**src/hdl/uce_pkg.sv**
```systemverilog
`timescale 1ns / 1ps
// Shared types, codes and reset values for the endpoint-zero control engine.
// No dependencies; imported by every module of the block.
package uce_pkg;

    // Configuration reset values and buffer default
    localparam int        UCE_BUFFER_BYTES = 256;
    localparam logic [6:0] PKT_SIZE_RESET  = 7'd64;
    localparam logic [8:0] BUF_CAP_RESET   = 9'd248;
    localparam logic [6:0] SETUP_LEN       = 7'h08;
    localparam int        MAX_RES          = 4;

    // Configuration register indexes
    localparam logic CFG_PKT_SIZE = 1'b0;
    localparam logic CFG_BUF_CAP  = 1'b1;

    // Event kinds
    localparam logic [1:0] KIND_BUS_RESET = 2'd0;
    localparam logic [1:0] KIND_SETUP     = 2'd1;
    localparam logic [1:0] KIND_OUT       = 2'd2;
    localparam logic [1:0] KIND_IN_SENT   = 2'd3;

    // Result actions
    localparam logic [3:0] ACT_NONE        = 4'd0;
    localparam logic [3:0] ACT_STORE_OUT   = 4'd1;
    localparam logic [3:0] ACT_WRITE_REPLY = 4'd2;
    localparam logic [3:0] ACT_SEND_IN     = 4'd3;
    localparam logic [3:0] ACT_STALL_EP0   = 4'd4;
    localparam logic [3:0] ACT_SET_HALT    = 4'd5;
    localparam logic [3:0] ACT_CLEAR_HALT  = 4'd6;
    localparam logic [3:0] ACT_DECONFIGURE = 4'd7;
    localparam logic [3:0] ACT_CONFIGURE   = 4'd8;
    localparam logic [3:0] ACT_SET_ADDRESS = 4'd9;
    localparam logic [3:0] ACT_COMPLETE    = 4'd10;
    localparam logic [3:0] ACT_RESET_EP0   = 4'd11;

    // Control stages
    localparam logic [2:0] ST_IDLE = 3'd0;
    localparam logic [2:0] ST_DOUT = 3'd1;
    localparam logic [2:0] ST_DIN  = 3'd2;
    localparam logic [2:0] ST_DINZ = 3'd3;
    localparam logic [2:0] ST_LAST = 3'd4;
    localparam logic [2:0] ST_SIN  = 3'd5;
    localparam logic [2:0] ST_SOUT = 3'd6;

    // Device states
    localparam logic [1:0] DEV_DEFAULT    = 2'd0;
    localparam logic [1:0] DEV_ADDRESSED  = 2'd1;
    localparam logic [1:0] DEV_CONFIGURED = 2'd2;

    // Handler verdicts
    localparam logic [1:0] VERD_FAIL = 2'd0;
    localparam logic [1:0] VERD_ACK  = 2'd1;
    localparam logic [1:0] VERD_NAK  = 2'd2;

    // Request recipients (type bits with direction masked off)
    localparam logic [6:0] RCPT_DEVICE    = 7'h00;
    localparam logic [6:0] RCPT_INTERFACE = 7'h01;
    localparam logic [6:0] RCPT_ENDPOINT  = 7'h02;

    // Standard request codes
    localparam logic [7:0] REQ_GET_STATUS     = 8'd0;
    localparam logic [7:0] REQ_CLEAR_FEATURE  = 8'd1;
    localparam logic [7:0] REQ_SET_FEATURE    = 8'd3;
    localparam logic [7:0] REQ_SET_ADDRESS    = 8'd5;
    localparam logic [7:0] REQ_GET_DESCRIPTOR = 8'd6;
    localparam logic [7:0] REQ_GET_CONFIG     = 8'd8;
    localparam logic [7:0] REQ_SET_CONFIG     = 8'd9;

    typedef struct packed {
        logic [2:0]  stage;
        logic [1:0]  dev_state;
        logic [7:0]  active_config;
        logic [8:0]  cursor;
        logic [15:0] remaining;
        logic        address_pending;
        logic [6:0]  new_address;
        logic [7:0]  saved_type;
        logic [15:0] saved_length;
    } ctx_t;

    typedef struct packed {
        logic [1:0]  kind;
        logic [6:0]  pkt_len;
        logic [7:0]  req_type;
        logic [7:0]  request_code;
        logic [15:0] req_value;
        logic [15:0] req_index;
        logic [15:0] req_length;
        logic [1:0]  app_verdict;
        logic        helper_ok;
        logic [15:0] reply_len;
        logic        ep_stalled;
    } item_t;

    typedef struct packed {
        logic [3:0]  action;
        logic [8:0]  buf_offset;
        logic [15:0] byte_count;
        logic [15:0] reply_bytes;
        logic [15:0] target;
    } res_t;

    typedef struct packed {
        logic [2:0]              count;
        logic [1:0]              dev_state;
        res_t [MAX_RES-1:0]      slot;
    } bundle_t;

    function automatic res_t mk_res(input logic [3:0] act, input logic [8:0] off,
                                    input logic [15:0] cnt, input logic [15:0] rep,
                                    input logic [15:0] tgt);
        res_t r;
        r.action      = act;
        r.buf_offset  = off;
        r.byte_count  = cnt;
        r.reply_bytes = rep;
        r.target      = tgt;
        return r;
    endfunction

endpackage

```
**src/hdl/uce_core.sv**
```systemverilog
`timescale 1ns / 1ps
// Event decoder of the control engine: next context and the result bundle
// for one event. Pure combinational; depends on uce_pkg.
module uce_core
    import uce_pkg::*;
#(
    parameter int BUFFER_BYTES = UCE_BUFFER_BYTES
)
(
    input  ctx_t       ctx,
    input  item_t      item,
    input  logic [6:0] pkt_size,
    input  logic [8:0] buf_cap,
    output ctx_t       ctx_next,
    output bundle_t    bundle
);

    localparam int CAP_LIMIT = (BUFFER_BYTES > 8) ? (BUFFER_BYTES - 8) : 0;

    logic [15:0] cap;

    always_comb
    begin
        if ({7'd0, buf_cap} < 16'(CAP_LIMIT))
            cap = {7'd0, buf_cap};
        else
            cap = 16'(CAP_LIMIT);
    end

    always_comb
    begin
        ctx_t              c;
        res_t [MAX_RES-1:0] r;
        logic [2:0]        n;
        logic [1:0]        verdict;
        logic              do_process;
        logic              do_tx;
        logic              do_finish;
        logic [15:0]       t;
        logic [15:0]       len;
        logic [15:0]       psize;

        c          = ctx;
        r          = '0;
        n          = 3'd0;
        verdict    = VERD_FAIL;
        do_process = 1'b0;
        do_tx      = 1'b0;
        do_finish  = 1'b0;
        t          = 16'd0;
        len        = {9'd0, item.pkt_len};
        psize      = {9'd0, pkt_size};

        case (item.kind)
            KIND_BUS_RESET:
            begin
                c.dev_state       = DEV_DEFAULT;
                c.stage           = ST_IDLE;
                c.active_config   = 8'd0;
                c.address_pending = 1'b0;
                r[0] = mk_res(ACT_RESET_EP0, 9'd0, psize, 16'd0, 16'd0);
                r[1] = mk_res(ACT_SET_ADDRESS, 9'd0, 16'd0, 16'd0, 16'd0);
                n    = 3'd2;
            end
            KIND_SETUP, KIND_OUT:
            begin
                if (item.kind == KIND_SETUP)
                begin
                    c.stage           = ST_IDLE;
                    c.address_pending = 1'b0;
                end
                case (c.stage)
                    ST_IDLE:
                    begin
                        if (item.pkt_len != SETUP_LEN)
                        begin
                            r[n[1:0]] = mk_res(ACT_STALL_EP0, 9'd0, 16'd0, 16'd0, 16'd0);
                            n         = n + 3'd1;
                            c.stage   = ST_IDLE;
                        end
                        else
                        begin
                            c.saved_type   = item.req_type;
                            c.saved_length = item.req_length;
                            c.cursor       = 9'd0;
                            c.remaining    = item.req_length;
                            if (item.req_type[7] || item.req_length == 16'd0)
                                do_process = 1'b1;
                            else if (item.req_length > cap)
                            begin
                                r[n[1:0]] = mk_res(ACT_STALL_EP0, 9'd0, 16'd0, 16'd0,
                                                   16'd0);
                                n         = n + 3'd1;
                                c.stage   = ST_IDLE;
                            end
                            else
                                c.stage = ST_DOUT;
                        end
                    end
                    ST_DOUT:
                    begin
                        if (c.remaining < len)
                        begin
                            r[n[1:0]] = mk_res(ACT_STALL_EP0, 9'd0, 16'd0, 16'd0, 16'd0);
                            n         = n + 3'd1;
                            c.stage   = ST_IDLE;
                        end
                        else
                        begin
                            r[n[1:0]] = mk_res(ACT_STORE_OUT, c.cursor, len, 16'd0, 16'd0);
                            n         = n + 3'd1;
                            if (c.remaining != len)
                            begin
                                c.remaining = c.remaining - len;
                                c.cursor    = c.cursor + {2'd0, item.pkt_len};
                            end
                            else
                                do_process = 1'b1;
                        end
                    end
                    ST_SOUT:
                    begin
                        // status-out payload is dropped
                        c.stage   = ST_IDLE;
                        do_finish = 1'b1;
                    end
                    default:
                    begin
                        r[n[1:0]] = mk_res(ACT_STALL_EP0, 9'd0, 16'd0, 16'd0, 16'd0);
                        n         = n + 3'd1;
                        c.stage   = ST_IDLE;
                    end
                endcase
            end
            default:
                do_tx = 1'b1;
        endcase

        // Decide the request: handler verdict first, standard requests otherwise
        if (do_process)
        begin
            verdict     = item.app_verdict;
            c.cursor    = 9'd0;
            c.remaining = c.saved_length;
            if (verdict == VERD_ACK)
                c.remaining = item.reply_len;
            else if (verdict != VERD_NAK)
            begin
                verdict = VERD_FAIL;
                case (c.saved_type[6:0])
                    RCPT_DEVICE:
                    begin
                        case (item.request_code)
                            REQ_GET_STATUS:
                            begin
                                r[n[1:0]] = mk_res(ACT_WRITE_REPLY, 9'd0, 16'd0, 16'd0,
                                                   16'd0);
                                n         = n + 3'd1;
                                verdict   = VERD_ACK;
                            end
                            REQ_SET_ADDRESS:
                            begin
                                c.address_pending = 1'b1;
                                c.new_address     = item.req_value[6:0];
                                verdict           = VERD_ACK;
                            end
                            REQ_GET_DESCRIPTOR:
                            begin
                                if (item.helper_ok)
                                begin
                                    c.remaining = item.reply_len;
                                    verdict     = VERD_ACK;
                                end
                            end
                            REQ_GET_CONFIG:
                            begin
                                r[n[1:0]] = mk_res(ACT_WRITE_REPLY, 9'd0, 16'd0,
                                                   {8'd0, c.active_config}, 16'd0);
                                n         = n + 3'd1;
                                verdict   = VERD_ACK;
                            end
                            REQ_SET_CONFIG:
                            begin
                                if (item.req_value[7:0] == 8'd0)
                                begin
                                    r[n[1:0]] = mk_res(ACT_DECONFIGURE, 9'd0, 16'd0, 16'd0,
                                                       16'd0);
                                    n               = n + 3'd1;
                                    c.active_config = 8'd0;
                                    c.dev_state     = DEV_ADDRESSED;
                                    verdict         = VERD_ACK;
                                end
                                else if (item.helper_ok)
                                begin
                                    r[n[1:0]] = mk_res(ACT_CONFIGURE, 9'd0, 16'd0, 16'd0,
                                                       {8'd0, item.req_value[7:0]});
                                    n               = n + 3'd1;
                                    c.active_config = item.req_value[7:0];
                                    c.dev_state     = DEV_CONFIGURED;
                                    verdict         = VERD_ACK;
                                end
                            end
                            default:
                                verdict = VERD_FAIL;
                        endcase
                    end
                    RCPT_INTERFACE:
                    begin
                        if (item.request_code == REQ_GET_STATUS)
                        begin
                            r[n[1:0]] = mk_res(ACT_WRITE_REPLY, 9'd0, 16'd0, 16'd0, 16'd0);
                            n         = n + 3'd1;
                            verdict   = VERD_ACK;
                        end
                    end
                    RCPT_ENDPOINT:
                    begin
                        verdict = VERD_ACK;
                        if (item.request_code == REQ_SET_FEATURE)
                        begin
                            r[n[1:0]] = mk_res(ACT_SET_HALT, 9'd0, 16'd0, 16'd0,
                                               item.req_index);
                            n         = n + 3'd1;
                        end
                        else if (item.request_code == REQ_CLEAR_FEATURE)
                        begin
                            r[n[1:0]] = mk_res(ACT_CLEAR_HALT, 9'd0, 16'd0, 16'd0,
                                               item.req_index);
                            n         = n + 3'd1;
                        end
                        else if (item.request_code == REQ_GET_STATUS)
                        begin
                            r[n[1:0]] = mk_res(ACT_WRITE_REPLY, 9'd0, 16'd0,
                                               {15'd0, item.ep_stalled}, 16'd0);
                            n         = n + 3'd1;
                        end
                    end
                    default:
                        verdict = VERD_FAIL;
                endcase
            end

            if (verdict == VERD_ACK)
            begin
                if (c.saved_type[7])
                begin
                    // short reply needs a zero-length packet to end the data stage
                    if (c.remaining >= c.saved_length)
                    begin
                        c.remaining = c.saved_length;
                        c.stage     = ST_DIN;
                    end
                    else
                        c.stage = ST_DINZ;
                    do_tx = 1'b1;
                end
                else
                begin
                    c.stage   = ST_SIN;
                    r[n[1:0]] = mk_res(ACT_SEND_IN, 9'd0, 16'd0, 16'd0, 16'd0);
                    n         = n + 3'd1;
                end
            end
            else if (verdict == VERD_NAK)
                c.stage = ST_SIN;
            else
            begin
                r[n[1:0]] = mk_res(ACT_STALL_EP0, 9'd0, 16'd0, 16'd0, 16'd0);
                n         = n + 3'd1;
                c.stage   = ST_IDLE;
            end
        end

        if (do_tx)
        begin
            case (c.stage)
                ST_DIN, ST_DINZ:
                begin
                    t         = (c.remaining < psize) ? c.remaining : psize;
                    r[n[1:0]] = mk_res(ACT_SEND_IN, c.cursor, t, 16'd0, 16'd0);
                    n         = n + 3'd1;
                    c.cursor    = c.cursor + t[8:0];
                    c.remaining = c.remaining - t;
                    if (c.remaining == 16'd0 && (c.stage == ST_DIN || t != psize))
                        c.stage = ST_LAST;
                end
                ST_LAST:
                    c.stage = ST_SOUT;
                ST_SIN:
                begin
                    c.stage   = ST_IDLE;
                    do_finish = 1'b1;
                end
                default:
                    c.stage = c.stage;
            endcase
        end

        if (do_finish)
        begin
            if (c.address_pending)
            begin
                r[n[1:0]] = mk_res(ACT_SET_ADDRESS, 9'd0, 16'd0, 16'd0,
                                   {9'd0, c.new_address});
                n                 = n + 3'd1;
                c.dev_state       = (c.new_address != 7'd0) ? DEV_ADDRESSED : DEV_DEFAULT;
                c.address_pending = 1'b0;
            end
            else
            begin
                r[n[1:0]] = mk_res(ACT_COMPLETE, 9'd0, 16'd0, 16'd0, 16'd0);
                n         = n + 3'd1;
            end
        end

        ctx_next         = c;
        bundle.count     = n;
        bundle.dev_state = c.dev_state;
        bundle.slot      = r;
    end

endmodule

```
**src/hdl/usb_control_endpoint_engine.sv**
```systemverilog
`timescale 1ns / 1ps
// USB endpoint-zero control transfer engine, top level.
// Instantiates uce_core; depends on uce_pkg.
//
// Usage: each event (bus reset, SETUP, OUT received, IN sent) enters as one
// beat on the s_ channel, kind in s_tuser and the decoded setup fields plus
// handler verdicts in s_tdata. Each event yields zero to three action beats
// on the m_ channel; m_tlast marks the final action of an event. The cfg_
// channel writes the packet size (index 0) and buffer capacity (index 1);
// it is always ready; the user must write it only while the engine is idle,
// which the block does not enforce. An accepted event waits in the input
// register; its decoded actions load into the result register behind m_.
// Throughput: one event per cycle while each event has at most one action
// and m_tready stays high; an event with N actions holds the decoder for N
// output beats, since the result register drains one action per beat.
// Reset clears the control context, empties both registers and restores
// the configuration defaults (packet size 64, capacity 248).
// A stall on m_tready holds the current action; the input register still
// takes one more event, and s_tready falls until the bundle drains.
module usb_control_endpoint_engine
    import uce_pkg::*;
#(
    parameter int BUFFER_BYTES = UCE_BUFFER_BYTES
)
(
    input  logic        clk,
    input  logic        rst_n,
    input  logic        s_tvalid,
    output logic        s_tready,
    // pkt_len, req_type, request_code, req_value, req_index, req_length,
    // app_verdict, helper_ok, reply_len, ep_stalled, zero fill
    input  logic [95:0] s_tdata,
    // kind
    input  logic [1:0]  s_tuser,
    output logic        m_tvalid,
    input  logic        m_tready,
    // buf_offset, byte_count, reply_bytes, target, dev_state, zero fill
    output logic [63:0] m_tdata,
    // action
    output logic [3:0]  m_tuser,
    output logic        m_tlast,
    input  logic        cfg_valid,
    output logic        cfg_ready,
    input  logic        cfg_index,
    input  logic [8:0]  cfg_data
);

    logic [6:0] pkt_size_reg;
    logic [8:0] buf_cap_reg;

    logic       in_valid_reg;
    item_t      in_item_reg;
    item_t      s_item;

    ctx_t       ctx_reg;
    ctx_t       ctx_next;
    bundle_t    bundle_next;
    bundle_t    bundle_reg;
    logic [1:0] idx_reg;

    logic       out_take;
    logic       last_slot;
    logic       fire;
    res_t       cur;

    assign cfg_ready = 1'b1;

    always_ff @(posedge clk or negedge rst_n)
    begin
        if (!rst_n)
        begin
            pkt_size_reg <= PKT_SIZE_RESET;
            buf_cap_reg  <= BUF_CAP_RESET;
        end
        else if (cfg_valid && cfg_ready)
        begin
            case (cfg_index)
                CFG_PKT_SIZE: pkt_size_reg <= cfg_data[6:0];
                CFG_BUF_CAP:  buf_cap_reg  <= cfg_data;
                default:      pkt_size_reg <= pkt_size_reg;
            endcase
        end
    end

    always_comb
    begin
        s_item.kind         = s_tuser;
        s_item.pkt_len      = s_tdata[6:0];
        s_item.req_type     = s_tdata[14:7];
        s_item.request_code = s_tdata[22:15];
        s_item.req_value    = s_tdata[38:23];
        s_item.req_index    = s_tdata[54:39];
        s_item.req_length   = s_tdata[70:55];
        s_item.app_verdict  = s_tdata[72:71];
        s_item.helper_ok    = s_tdata[73];
        s_item.reply_len    = s_tdata[89:74];
        s_item.ep_stalled   = s_tdata[90];
    end

    assign m_tvalid  = (bundle_reg.count != 3'd0);
    assign out_take  = m_tvalid && m_tready;
    assign last_slot = ({1'b0, idx_reg} == (bundle_reg.count - 3'd1));
    // decode when the result register is empty or its last beat leaves now
    assign fire      = in_valid_reg && (!m_tvalid || (out_take && last_slot));
    assign s_tready  = !in_valid_reg || fire;

    uce_core #(
        .BUFFER_BYTES (BUFFER_BYTES)
    ) u_core (
        .ctx      (ctx_reg),
        .item     (in_item_reg),
        .pkt_size (pkt_size_reg),
        .buf_cap  (buf_cap_reg),
        .ctx_next (ctx_next),
        .bundle   (bundle_next)
    );

    always_ff @(posedge clk or negedge rst_n)
    begin
        if (!rst_n)
            in_valid_reg <= 1'b0;
        else if (s_tvalid && s_tready)
            in_valid_reg <= 1'b1;
        else if (fire)
            in_valid_reg <= 1'b0;
    end

    always_ff @(posedge clk)
    begin
        if (s_tvalid && s_tready)
            in_item_reg <= s_item;
    end

    always_ff @(posedge clk or negedge rst_n)
    begin
        if (!rst_n)
        begin
            ctx_reg    <= '0;
            bundle_reg <= '0;
            idx_reg    <= 2'd0;
        end
        else if (fire)
        begin
            ctx_reg    <= ctx_next;
            bundle_reg <= bundle_next;
            idx_reg    <= 2'd0;
        end
        else if (out_take)
        begin
            if (last_slot)
                bundle_reg.count <= 3'd0;
            idx_reg <= idx_reg + 2'd1;
        end
    end

    assign cur     = bundle_reg.slot[idx_reg];
    assign m_tuser = cur.action;
    assign m_tlast = last_slot;
    assign m_tdata = {5'd0, bundle_reg.dev_state, cur.target, cur.reply_bytes,
                      cur.byte_count, cur.buf_offset};

endmodule

```
**config.mk**
```make
export PLATFORM = sky130hd
export DESIGN_NAME = usb_control_endpoint_engine
export DESIGN_NICKNAME = d
export VERILOG_FILES = /design/src/hdl/uce_pkg.sv /design/src/hdl/uce_core.sv /design/src/hdl/usb_control_endpoint_engine.sv
export SDC_FILE = /design/constraint.sdc
export NUM_CORES = 1
export LEC_CHECK = 0
export BUFFER_PORTS_ARGS = -buffer_cell sky130_fd_sc_hd__buf_4
export CAP_MARGIN = 20
export CORE_MARGIN = 4
export CORE_UTILIZATION = 38
export DETAILED_ROUTE_END_ITERATION = 10
export GPL_TIMING_DRIVEN = 1
export PLACE_DENSITY_LB_ADDON = 0.25
export REMOVE_ABC_BUFFERS = 1
export SKIP_CTS_REPAIR_TIMING = 1
export SYNTH_ARGS = -nofsm -noshare
export SYNTH_HDL_FRONTEND = slang
export SYNTH_SLANG_ARGS = --single-unit
export TNS_END_PERCENT = 20
```
**constraint.sdc**
```tcl
create_clock -name clk -period 16.6 [get_ports clk]
set_input_delay 0.83 -clock clk [delete_from_list [all_inputs] [get_ports clk]]
set_output_delay 0.83 -clock clk [all_outputs]
set_load 0.05 [all_outputs]
```
==> out/results.ini, run 1 <==
[run_status]
status = complete, no violations

[sta]
min_period_ps = 12510
setup_ws_ps = 4090
worst_slew_pin_slew_ps = 1120
finalMaxSlewViolations = 0
rsz0062_at_grt = no
tns_ps = 0
slew_headroom_pct = 25.4
fmax_mhz = 80.0
setup_violations = 0
finalHoldViolations = 0
skew_ps = 32.1
post-route-period-util_pct = 75.3

[detailed_routing]
wl_per_cell_um = 22.0
avgViaCountPerCell = 5.84
wl_mm = 68.4
drt_drc_violations_left = 0
num_vias = 18200
drt_iter0_markers = 1540
ant_nets = 0
dr.pass1.iters = 6

[power]
ir_worst_vdd_mv = 0.132
p_per_area_nw_per_um2 = 179
clock_power_share_pct = 23.5
switching_share_pct = 44.0
leakage_nw = 11.0
p_seq_share_pct = 27.9
power_switching_mw = 2.03
combinationalPowerShare_pct = 48.6
p_int_mw = 2.58

[yosys]
synth-seq-cells = 389
netlist_area_um2 = 22100
ys_types = 88
synthDominantCellAreaShare_pct = 33.7
synth_cells = 2194
avgSynthCellArea_um2 = 10.1
async_flop_share_pct = 78.1
synth_ff_type = dfrtp_1
synth_edf_count = 85
yosysTopAreaCell = dfrtp_1
ys_warn_count = 0
yosysSeqAreaShare_pct = 46.0
synth_area_leaders = dfrtp_1, edfxtp_1, mux4_2, o21ai_0, nand2_1

[final_layout]
drive_gt1_share_pct = 16.1
syn_to_final_growth_pct = 16.2
antenna_cells = 0
mostFrequentLayoutCells = dfrtp_1, nand2_1, o21ai_0
largest_reg_flops = 215
final_common_cell = dfrtp_1
fill_cells = 5503
finalNonFillerCells = 3115
nNetsFinal = 2507

[global_route]
first_global_vias = 18300
antenna_found_initial = 0
grt_start_max_net_pins = 255
grt_usage_pct = 21.6
grt.overflow.total = 0
grt_pass1_wl_mm = 108

[run]
maxCapViolations = 0

[setup_path]
crit_arrival_ps = 12970
cp_slowest_stage_delay_ps = 730
cp_slowest_cell = a2111oi_0
critPathMostFrequentCell = ha_1
worst_setup_path_start_kind = register
crit_path_end_kind = register
crit_type = reg -> reg
crit_fanout = 36
required_ps = 17060

[placed_design]
dp_worst_setup_slack_ps = 4430
dp_hpwl_mm = 48.7
globalplace.congestion = 0.928
io_buffers = 157
placedCellCount = 3026

[floorplan]
num_rows = 88
start_util_pct = 38.3
die_w_um = 249
die_y_um = 249
die_area_um2 = 62100
ios = 185
coreArea_um2 = 57700

[clocking]
cts_sinks = 389
cts_tree = built
cts-buffers-inserted = 46
ctsHtreeMaxLevel = 2
clockBufferDepth = 3
worstSkewPairLatency_ps = 590
root_buffer = clkbuf_16
clkTransAtPathRegs_ps = 60

[worst_hold_path]
hold_path_class = in -> async

[final timing paths]
check                                           start                           to  slack, ps  depth (start not counted)
hold reg to reg            bundle_reg[77]$_DFFE_PN0P_   bundle_reg[77]$_DFFE_PN0P_        470                          2
setup / recovery            in_item_reg[91]$_DFFE_PP_      ctx_reg[67]$_DFFE_PN0P_       4090                         40
setup reg to reg            in_item_reg[91]$_DFFE_PP_      ctx_reg[67]$_DFFE_PN0P_       4090                         40
hold / removal                                  rst_n  bundle_reg[143]$_DFFE_PN0P_        230                          1
max in group asynchronous                       rst_n  pkt_size_reg[1]$_DFFE_PN0P_      13360                          5
min in group clk                          s_tdata[42]    in_item_reg[39]$_DFFE_PP_        420                          1
[critical path: cells and delay by family (launching register included)]
| family | cells | cell delay (ps) |
|---|---|---|
| AND/OR/NAND/NOR | 9 | 3080 |
| flip-flops | 1 | 380 |
| AO/OA/AOI/OAI | 20 | 5240 |
| adder cells (fa/ha/maj) | 5 | 1740 |
| multiplexers | 2 | 1040 |
| buffers and inverters | 4 | 890 |
[per-layer routing]
| metal | wire [um] | track usage (%) | vias up | share of wire (%) |
|---|---|---|---|---|
| li1 | - | - | 8408 | - |
| met1 | 30000 | 30.1 | 8990 | 44 |
| met2 | 32200 | 34.7 | 673 | 47 |
| met3 | 4340 | 3.42 | 122 | 6.3 |
| met4 | 1950 | 6.77 | 0 | 2.8 |
| met5 | 0 | 0 | - | 0 |
[cells in the mapped netlist, types with 16 or more instances]
library cell	count
buf_4	17
o21ai_0	204
xnor2_1	30
a21oi_1	111
nor2b_1	19
mux4_2	53
o21a_1	16
a21o_1	20
mux2_2	22
nor3_1	34
nand2_1	271
buf_1	18
a22o_1	46
inv_1	58
nand3_1	34
a22oi_1	28
edfxtp_1	85
and2_1	53
o211ai_1	16
mux2i_1	43
ha_1	78
nor2_1	151
a31oi_1	27
clkbuf_1	90
and3_1	16
dfrtp_1	298
nor4_1	22
o31ai_1	21
[cells by family (layout without fill, tap and decap cells)]
group | Yosys count | in the layout | share of synthesized area (%)
other cells | 2 | 16 | 0.0339
mux | 118 | 118 | 8.46
flops | 389 | 389 | 46.0
xor+xnor | 43 | 43 | 1.70
buf+inv | 188 | 330 | 3.51
simple gates | 700 | 700 | 15.3
fa+ha+maj | 82 | 82 | 4.77
compound gates | 672 | 672 | 20.3
[layout make-up]
type,count,area [um^2],area share (%)
Multi-Input combinational cell,1631,11300,43.8
Sequential cell,389,10200,39.6
Timing Repair Buffer,186,1460,5.67
Clock buffer,61,1280,4.98
Tap cell,765,957,3.72
Clock inverter,25,359,1.40
Inverter,58,218,0.847
[through the flow]
stage	power [mW]	utilization [%]	hold slack (ps)	instance area [um^2]
after floorplan	2.84	-	434	21600
after global placement	3.46	41.6	455	24000
after detailed placement	3.51	41.6	457	24000
after CTS	4.62	44.4	289	25600
after global routing	4.92	44.5	315	25700
final	4.61	44.5	235	25700
[power groups by stage]
stage / registers (mW) / clock network [mW] / logic, mW
after global routing: 1.31 / 1.15 / 2.46
after floorplan: 1.28 / 0 / 1.56
final: 1.29 / 1.08 / 2.24
after detailed placement: 1.30 / 0 / 2.21
after CTS: 1.28 / 1.11 / 2.22
after global placement: 1.29 / 0 / 2.17
Note: power is estimated with default switching activity, not from simulation.
==> run 2, diff against run 1 <==
clock period = 10.7 ns   (was 16.6 ns; I/O delays follow)
==> out/results.ini, run 2 (synthesis gave the netlist of run 1 again) <==
[detailed_routing]
drt_drc_violations_left = 0  ; unchanged
avgViaCountPerCell = 5.87  ; +0.47%
ant_nets = 0  ; unchanged
wl_mm = 69.3  ; +1.3%
wl_per_cell_um = 22.1  ; +0.43%
drt_iter0_markers = 1709  ; +11%
num_vias = 18400  ; +1.3%
dr.pass1.iters = 6  ; unchanged

[setup_path]
critPathMostFrequentCell = a21oi_1
crit_type = reg -> reg
crit_path_end_kind = register
r2r-start = in_item_reg[86]$_DFFE_PP_
reg2reg_to = ctx_reg[67]$_DFFE_PN0P_
crit_fanout = 9  ; -75%
worst_setup_path_start_kind = register
rrSetupSlack_ps = 770  ; -3320 ps
ff2ff_path_depth = 36  ; -10%
crit_arrival_ps = 10390  ; -2580 ps
cp_slowest_stage_delay_ps = 500  ; -230 ps
cp_slowest_cell = edfxtp_1
required_ps = 11160  ; -5900 ps

[clocking]
clkTransAtPathRegs_ps = 60  ; about the same
worstSkewPairLatency_ps = 600  ; about the same
clockBufferDepth = 3  ; unchanged
root_buffer = clkbuf_16
cts-buffers-inserted = 46  ; unchanged
cts_tree = built
cts_sinks = 389  ; unchanged
ctsHtreeMaxLevel = 2  ; unchanged

[sta]
skew_ps = 32.5  ; +0.423 ps
setup_violations = 0  ; unchanged
tns_ps = 0  ; unchanged
worst_slew_pin_slew_ps = 1140  ; +19.1 ps
slew_headroom_pct = 23.9  ; -1.5 points
finalMaxSlewViolations = 0  ; unchanged
rsz0062_at_grt = no
fmax_mhz = 101  ; +26%
min_period_ps = 9930  ; -2580 ps
finalHoldViolations = 4  ; +4
post-route-period-util_pct = 92.8  ; +17 points
setup_ws_ps = 772  ; -3320 ps
hold_slack_ps = -6.64  ; -241 ps

[global_route]
antenna_found_initial = 0  ; unchanged
grt_start_max_net_pins = 255  ; unchanged
grt.overflow.total = 0  ; unchanged
grt_pass1_wl_mm = 108  ; +0.67%
first_global_vias = 18300  ; -0.25%
grt_usage_pct = 21.7  ; +0.17 points

[final_layout]
fill_cells = 5528  ; +0.45%
final_common_cell = dfrtp_1
mostFrequentLayoutCells = dfrtp_1, nand2_1, buf_4
largest_reg_flops = 215  ; unchanged
syn_to_final_growth_pct = 16.9
drive_gt1_share_pct = 17.1  ; +1.0 points
antenna_cells = 0  ; unchanged
nNetsFinal = 2533  ; +1.0%
finalNonFillerCells = 3141  ; +0.83%

[power]
p_per_area_nw_per_um2 = 280  ; +56%
p_seq_share_pct = 27.6  ; -0.3 points
ir_worst_vdd_mv = 0.246  ; +87%
combinationalPowerShare_pct = 49.9  ; +1.3 points
p_total_mw = 7.24  ; +57%
leakage_nw = 11.1  ; +0.84%
switching_share_pct = 44.3  ; +0.27 points
power_switching_mw = 3.21  ; +58%
clock_power_share_pct = 22.5  ; -1.0 points
p_int_mw = 4.03  ; +56%

[floorplan]
die_y_um = 249  ; unchanged
die_w_um = 249  ; unchanged
num_rows = 88  ; unchanged
coreArea_um2 = 57700  ; unchanged
die_area_um2 = 62100  ; unchanged
start_util_pct = 38.3  ; unchanged
ios = 185  ; unchanged

[placed_design]
globalplace.congestion = 0.955  ; +2.9%
io_buffers = 157  ; unchanged
placedCellCount = 3052  ; +0.86%
dp_worst_setup_slack_ps = 558  ; -3870 ps
dp_hpwl_mm = 50.0  ; +2.6%

[run_status]
failed_checks = negative hold slack
status = complete, but fails checks

[worst_hold_path]
hold_path_class = in -> async

[run]
maxCapViolations = 0  ; unchanged

[run 2: changes by cell type in the layout (fill, tap and decap cells not counted), sizes merged]
cell / before / now
inv: 58 / 62
bufinv: 8 / 3
clkinv: 15 / 9
clkinvlp: 2 / 6
buf: 186 / 211
clkbuf: 61 / 65
[run 2: worst max-delay path, delay by kind of cell, from the launching register on]
family                   cells  cell delay (ps)
AND/OR/NAND/NOR              9             2260
multiplexers                 2              670
flip-flops                   1              500
adder cells (fa/ha/maj)      3             1020
AO/OA/AOI/OAI               20             4890
buffers and inverters        2              460
[run 2: worst max path at each step]
stage | endpoint | cells past startpoint | from | slack [ps]
global placement | ctx_reg[67]$_DFFE_PN0P_ | 36 | in_item_reg[86]$_DFFE_PP_ | 760
global route | ctx_reg[67]$_DFFE_PN0P_ | 36 | in_item_reg[79]$_DFFE_PP_ | 20
detailed placement | ctx_reg[67]$_DFFE_PN0P_ | 37 | in_item_reg[86]$_DFFE_PP_ | 560
floorplan | ctx_reg[67]$_DFFE_PN0P_ | 37 | in_item_reg[91]$_DFFE_PP_ | 670
CTS | ctx_reg[67]$_DFFE_PN0P_ | 37 | in_item_reg[86]$_DFFE_PP_ | 510
finish | ctx_reg[67]$_DFFE_PN0P_ | 36 | in_item_reg[86]$_DFFE_PP_ | 770
[run 2: layout make-up]
type / count / area (um^2) / area share [%]
Multi-Input combinational cell: 1631 / 11300 / 43.7
Sequential cell: 389 / 10200 / 39.3
Timing Repair Buffer: 212 / 1640 / 6.32
Clock buffer: 64 / 1360 / 5.27
Tap cell: 765 / 957 / 3.70
Clock inverter: 22 / 228 / 0.880
Inverter: 58 / 218 / 0.841
[run 2: power by group through the flow]
stage | Combinational, mW | Sequential [mW] | Clock, mW
3_3_place_gp | 3.47 | 2.01 | 0
3_5_place_dp | 3.53 | 2.02 | 0
4_1_cts | 3.55 | 1.99 | 1.67
5_1_grt | 3.95 | 2.03 | 1.73
6_report | 3.62 | 2.00 | 1.63
2_1_floorplan | 2.41 | 1.99 | 0
[run 2: per-layer routing]
| metal | wire, um | vias to the layer above | global-route usage [%] |
|---|---|---|---|
| met5 | 0 | - | 0 |
| met4 | 1850 | 0 | 5.95 |
| met3 | 4000 | 125 | 2.93 |
| met2 | 33200 | 637 | 36.1 |
| met1 | 30300 | 9202 | 30.1 |
| li1 | - | 8467 | - |
[run 2: stage by stage]
stage / instance area [um^2] / hold WS [ps] / utilization [%]
5_1_grt: 25900 / 90.8 / 44.8
2_1_floorplan: 21600 / 239 / -
4_1_cts: 25800 / 47.9 / 44.7
3_3_place_gp: 24200 / 455 / 41.9
3_5_place_dp: 24200 / 460 / 41.9
6_report: 25900 / -6.64 / 44.8
